## src/rtl/nfb_pkg.sv

```systemverilog
// shared types, constants and register codes of the notch filter bank
package nfb_pkg;

	localparam int NOTCH_COUNT_DEF = 16;
	localparam int SAMPLE_BITS_DEF = 24;
	localparam int COEF_BITS_DEF   = 24;

	localparam int SLOT_W   = 4;
	localparam int FREQ_W   = 20;
	localparam int HOLD_W   = 16;
	localparam int GAIN_W   = 17;
	localparam int DLY_W    = 40;
	localparam int COUNT_W  = 5;

	localparam int CFG_IDX_W  = 3;
	localparam int CFG_DATA_W = 20;

	localparam logic [CFG_IDX_W-1:0] REG_HOLD_LENGTH   = 3'd0;
	localparam logic [CFG_IDX_W-1:0] REG_RELEASE_STEP  = 3'd1;
	localparam logic [CFG_IDX_W-1:0] REG_SMALL_DELTA   = 3'd2;
	localparam logic [CFG_IDX_W-1:0] REG_LARGE_DELTA   = 3'd3;
	localparam logic [CFG_IDX_W-1:0] REG_NYQUIST_LIMIT = 3'd4;

	localparam logic [HOLD_W-1:0] HOLD_LENGTH_RST   = 16'd8820;
	localparam logic [15:0]       RELEASE_STEP_RST  = 16'd15;
	localparam logic [FREQ_W-1:0] SMALL_DELTA_RST   = 20'd43;
	localparam logic [FREQ_W-1:0] LARGE_DELTA_RST   = 20'd345;
	localparam logic [FREQ_W-1:0] NYQUIST_LIMIT_RST = 20'd352800;

	localparam logic [GAIN_W-1:0] GAIN_ONE = 17'd65536;

	typedef struct packed {
		logic [HOLD_W-1:0] hold_length;
		logic [15:0]       release_step;
		logic [FREQ_W-1:0] small_delta;
		logic [FREQ_W-1:0] large_delta;
		logic [FREQ_W-1:0] nyquist_limit;
	} cfg_t;

	typedef struct packed {
		logic load;
		logic rd_en;
		logic rd_slot;
		logic env;
		logic y_en;
		logic fb_en;
		logic gm_en;
		logic wb_en;
		logic tone_wr;
		logic out_load;
	} cmd_t;

	typedef struct packed {
		logic in_tone;
		logic in_ok;
		logic skip;
	} status_t;

endpackage

```

## src/rtl/nfb_ctrl.sv

```systemverilog
// sequencer of the notch filter bank: item handshake and per-notch steps
module nfb_ctrl #(
	parameter int NOTCH_COUNT = nfb_pkg::NOTCH_COUNT_DEF
) (
	input  logic                 clk,
	input  logic                 arst_n,
	input  logic                 s_tvalid,
	output logic                 s_tready,
	output logic                 m_tvalid,
	input  logic                 m_tready,
	input  nfb_pkg::status_t     st,
	output nfb_pkg::cmd_t        cmd,
	output logic [((NOTCH_COUNT > 1) ? $clog2(NOTCH_COUNT) : 1)-1:0] idx,
	output logic [((NOTCH_COUNT > 1) ? $clog2(NOTCH_COUNT) : 1)-1:0] rd_idx
);
	localparam int AW = (NOTCH_COUNT > 1) ? $clog2(NOTCH_COUNT) : 1;

	localparam logic [3:0] S_IDLE = 4'd0;
	localparam logic [3:0] S_TWR  = 4'd1;
	localparam logic [3:0] S_ENV  = 4'd2;
	localparam logic [3:0] S_Y    = 4'd3;
	localparam logic [3:0] S_FB   = 4'd4;
	localparam logic [3:0] S_GM   = 4'd5;
	localparam logic [3:0] S_WB   = 4'd6;
	localparam logic [3:0] S_DONE = 4'd7;

	logic [3:0]    state_q, state_d;
	logic [AW-1:0] idx_q, idx_d;
	logic          ovalid_q;
	logic          last;

	assign last     = idx_q == AW'(NOTCH_COUNT - 1);
	assign idx      = idx_q;
	assign s_tready = state_q == S_IDLE;
	assign m_tvalid = ovalid_q;

	always_comb begin
		state_d = state_q;
		idx_d   = idx_q;
		cmd     = '0;
		rd_idx  = idx_q + AW'(1);
		case (state_q)
			S_IDLE: begin
				rd_idx = '0;
				if (s_tvalid) begin
					cmd.load = 1'b1;
					if (st.in_tone) begin
						if (st.in_ok) begin
							cmd.rd_en   = 1'b1;
							cmd.rd_slot = 1'b1;
							state_d     = S_TWR;
						end else begin
							state_d = S_DONE;
						end
					end else begin
						cmd.rd_en = 1'b1;
						idx_d     = '0;
						state_d   = S_ENV;
					end
				end
			end
			S_TWR: begin
				cmd.tone_wr = 1'b1;
				state_d     = S_DONE;
			end
			S_ENV: begin
				cmd.env = 1'b1;
				if (st.skip) begin
					if (last) begin
						state_d = S_DONE;
					end else begin
						cmd.rd_en = 1'b1;
						idx_d     = idx_q + AW'(1);
					end
				end else begin
					state_d = S_Y;
				end
			end
			S_Y: begin
				cmd.y_en = 1'b1;
				state_d  = S_FB;
			end
			S_FB: begin
				cmd.fb_en = 1'b1;
				state_d   = S_GM;
			end
			S_GM: begin
				cmd.gm_en = 1'b1;
				state_d   = S_WB;
			end
			S_WB: begin
				cmd.wb_en = 1'b1;
				if (last) begin
					state_d = S_DONE;
				end else begin
					cmd.rd_en = 1'b1;
					idx_d     = idx_q + AW'(1);
					state_d   = S_ENV;
				end
			end
			S_DONE: begin
				if (!ovalid_q || m_tready) begin
					cmd.out_load = 1'b1;
					state_d      = S_IDLE;
				end
			end
			default: begin
				state_d = S_IDLE;
			end
		endcase
	end

	always_ff @(posedge clk or negedge arst_n) begin
		if (!arst_n) begin
			state_q  <= S_IDLE;
			idx_q    <= '0;
			ovalid_q <= 1'b0;
		end else begin
			state_q <= state_d;
			idx_q   <= idx_d;
			if (cmd.out_load) begin
				ovalid_q <= 1'b1;
			end else if (m_tready) begin
				ovalid_q <= 1'b0;
			end
		end
	end
endmodule

```

## config.mk

```make
export PLATFORM = sky130hd
export DESIGN_NAME = nfb_ctrl
export DESIGN_NICKNAME = d
export VERILOG_FILES = /design/src/rtl/nfb_pkg.sv /design/src/rtl/nfb_ctrl.sv
export SDC_FILE = /design/constraint.sdc
export NUM_CORES = 1
export LEC_CHECK = 0
export ABC_AREA = 1
export BUFFER_PORTS_ARGS = -buffer_cell sky130_fd_sc_hd__buf_2
export CORE_ASPECT_RATIO = 1.4
export CORE_MARGIN = 4
export CORE_UTILIZATION = 30
export DETAILED_ROUTE_END_ITERATION = 6
export HOLD_SLACK_MARGIN = 0.1
export SYNTH_ARGS = -nofsm -noshare
export SYNTH_HDL_FRONTEND = slang
export SYNTH_SLANG_ARGS = --single-unit
```

## constraint.sdc

```tcl
create_clock -name clk -period 1.39 [get_ports clk]
set_input_delay 0.139 -clock clk [delete_from_list [all_inputs] [get_ports clk]]
set_output_delay 0.139 -clock clk [all_outputs]
set_load 0.1 [all_outputs]
```

==> flow_metrics.tcl <==
set metrics [dict create \
    cts-root-buf "clkbuf_4" \
    gp_congestion 0.795 \
    drtPass1Iterations 4 \
    clkSinkCount 8 \
    vias_per_cell 4.68 \
    start_util 0.316 \
    worst_pin_slew_ps 487 \
    cp.required_ps 1250 \
    netlist.area_leader.share 0.265 \
    crit_fanout 4 \
    drc 0 \
    clk_path_buf_depth 2 \
    finalSetupViolCount 18 \
    timing.hold.ws_ps 108 \
    grt_antenna_before_repair 0 \
    worstSetupStartpoint "state_q[0]" \
    nets 154 \
    ys_types 25 \
    syn2layout_area_growth_pct 119 \
    ant_nets 0 \
    cts.clk_slew.worst_paths_ps 50 \
    placed_cell_area_um2 1380 \
    htreeDepth 1 \
    crit_top_cell "buf_12" \
    cpMaxStageDelayCell "dfrtp_1" \
    rr_endpoint "idx[1]" \
    fin_area_um2 1650 \
    dr.first_iter.drc_count 12 \
    max_freq_mhz 622 \
    reg2regPathDepth 10 \
    vias 837 \
    final_common_cell "buf_12" \
    cts_buffers 3 \
    drv_cap 0 \
    period_share 1.16 \
    min_path_type "input pin to register" \
    syn_area_per_cell_um2 7.40 \
    dp_hpwl_um 1690 \
    syn_area_um2 754 \
    synth-seq-area-share 0.265 \
    timing.final.ws_setup_ps -218 \
    end_kind "output port" \
    cp-endpoint "cmd[8]" \
    grt_max_degree 11 \
    cts_tree "built" \
    cp_cell_sequence "buf_12 > nor2_8 > nand2_8 > o32ai_4 > buf_12" \
    grtUsageTotal 0.140 \
    fin_crit_ps 1610 \
    std_cell_rows 21 \
    syn_nets 110 \
    gr-total-overflow 0 \
    hold_viol 0 \
    numPortBuffers 26 \
    wl_um 2200 \
    critPathLaunchType "register" \
    path_buf_inv 2 \
    status "finished, violations left" \
    yosys_warnings 0 \
    crit_type "register to output port" \
    wl_per_cell_um 12.3 \
    grt_pass1_wl_um 3680 \
    n_fill_cell 169 \
    ys_seq_elements 8 \
    synth_area_leaders "dfrtp_1 (27%), nand2_1 (10%), nor2_1 (10%)" \
    die_h_um 67.3 \
    grt_pass1_vias 840 \
    violations "setup timing" \
    dieArea_um2 3390 \
    finalSetupTns_ps -2210 \
    clk_latency_ps 250 \
    drive_above_1_share 0.662 \
    report.final.slew_viol_count 0 \
    relSlewSlack 0.677 \
    rsz0062_at_grt "true" \
    cp.depth 5 \
    core_um2 2390 \
    worst_hold_startpoint "m_tready" \
    arrival_ps 1470 \
    final_cell_mix "buf_12 (23), nand2_1 (17), nor2_1 (11), buf_2 (9), nor2_4 (7)" \
    pin_count 27 \
    synth_top_area_cell "dfrtp_1" \
    r2r_slack_ps -80 \
    clock_skew_ps 12.2 \
    antenna_cells 0 \
    max_stage_delay_ps 400 \
    critPathTopFamily "flip-flops" \
    netlist_instances 102 \
    rr_startpoint "state_q[0]" \
    die_w_um 50.4 \
]
==> Yosys cell counts (all sizes together) <==
cell type and count:
o21ai 2, dfrtp 8, a21boi 1, a21o 1, inv 15, ha 1
nand3 14, a21oi 1, nor2 23, buf 2, nand4 3, o32ai 1
xnor2 1, nand2 26, nor3 3
==> logic make-up after synthesis <==
family,synth area share
xor gates and xnor gates,0.0116
adders and majority gates,0.0166
DFF,0.265
and+or+nand+nor,0.537
buffers and inverters,0.118
AOI/OAI and AO/OA,0.0514
==> state kept, by name, summed over array words and instances (netlist names) <==
signal,count
m_tvalid,1
idx,4
state_q,3
==> worst min-delay path by stage <==
stage | to | slack, ps | cells after the start
4_1_cts | m_tvalid | 110 | 2
2_1_floorplan | idx[2] | -160 | 0
3_5_place_dp | m_tvalid | -9 | 1
5_1_grt | m_tvalid | 120 | 2
3_3_place_gp | m_tvalid | -20 | 1
6_report | m_tvalid | 110 | 2
==> metal layers <==
| metal | up-vias | track usage | part of all wire |
|---|---|---|---|
| met2 | 21 | 0.294 | 0.61 |
| met5 | - | 0 | 0 |
| met3 | 2 | 0.0243 | 0.032 |
| met4 | 0 | 0.0404 | 0.0036 |
| li1 | 412 | - | - |
| met1 | 402 | 0.135 | 0.36 |
==> metrics by stage <==
stage                     setup WS (ps)  instances  utilization
after floorplan                    -335        102            -
after global routing               -271        179        0.690
after detailed placement           29.5        167        0.576
final                              -218        179        0.690
after CTS                          -210        177        0.654
after global placement             41.3        167        0.576
==> layout make-up <==
cell class	count	area [um2]	share of cell area
Sequential cell	8	214	0.130
Timing Repair Buffer	41	587	0.356
Tap cell	34	42.5	0.0258
Inverter	15	101	0.0615
Multi-Input combinational cell	77	678	0.411
Clock buffer	4	26.3	0.0159
==> timing repair <==
item | 4_1_cts | 5_1_grt
buffers inserted | 5 | 2
hold buffers | 1 | 0
resized for setup | 19 | 12
endpoints found under the hold margin | 8 | 0
setup endpoints to repair | 12 | 21
pin swaps | 5 | 5
Power is not shown: default switching activity piles up to over one toggle a cycle in this logic, so the estimate is an artifact.
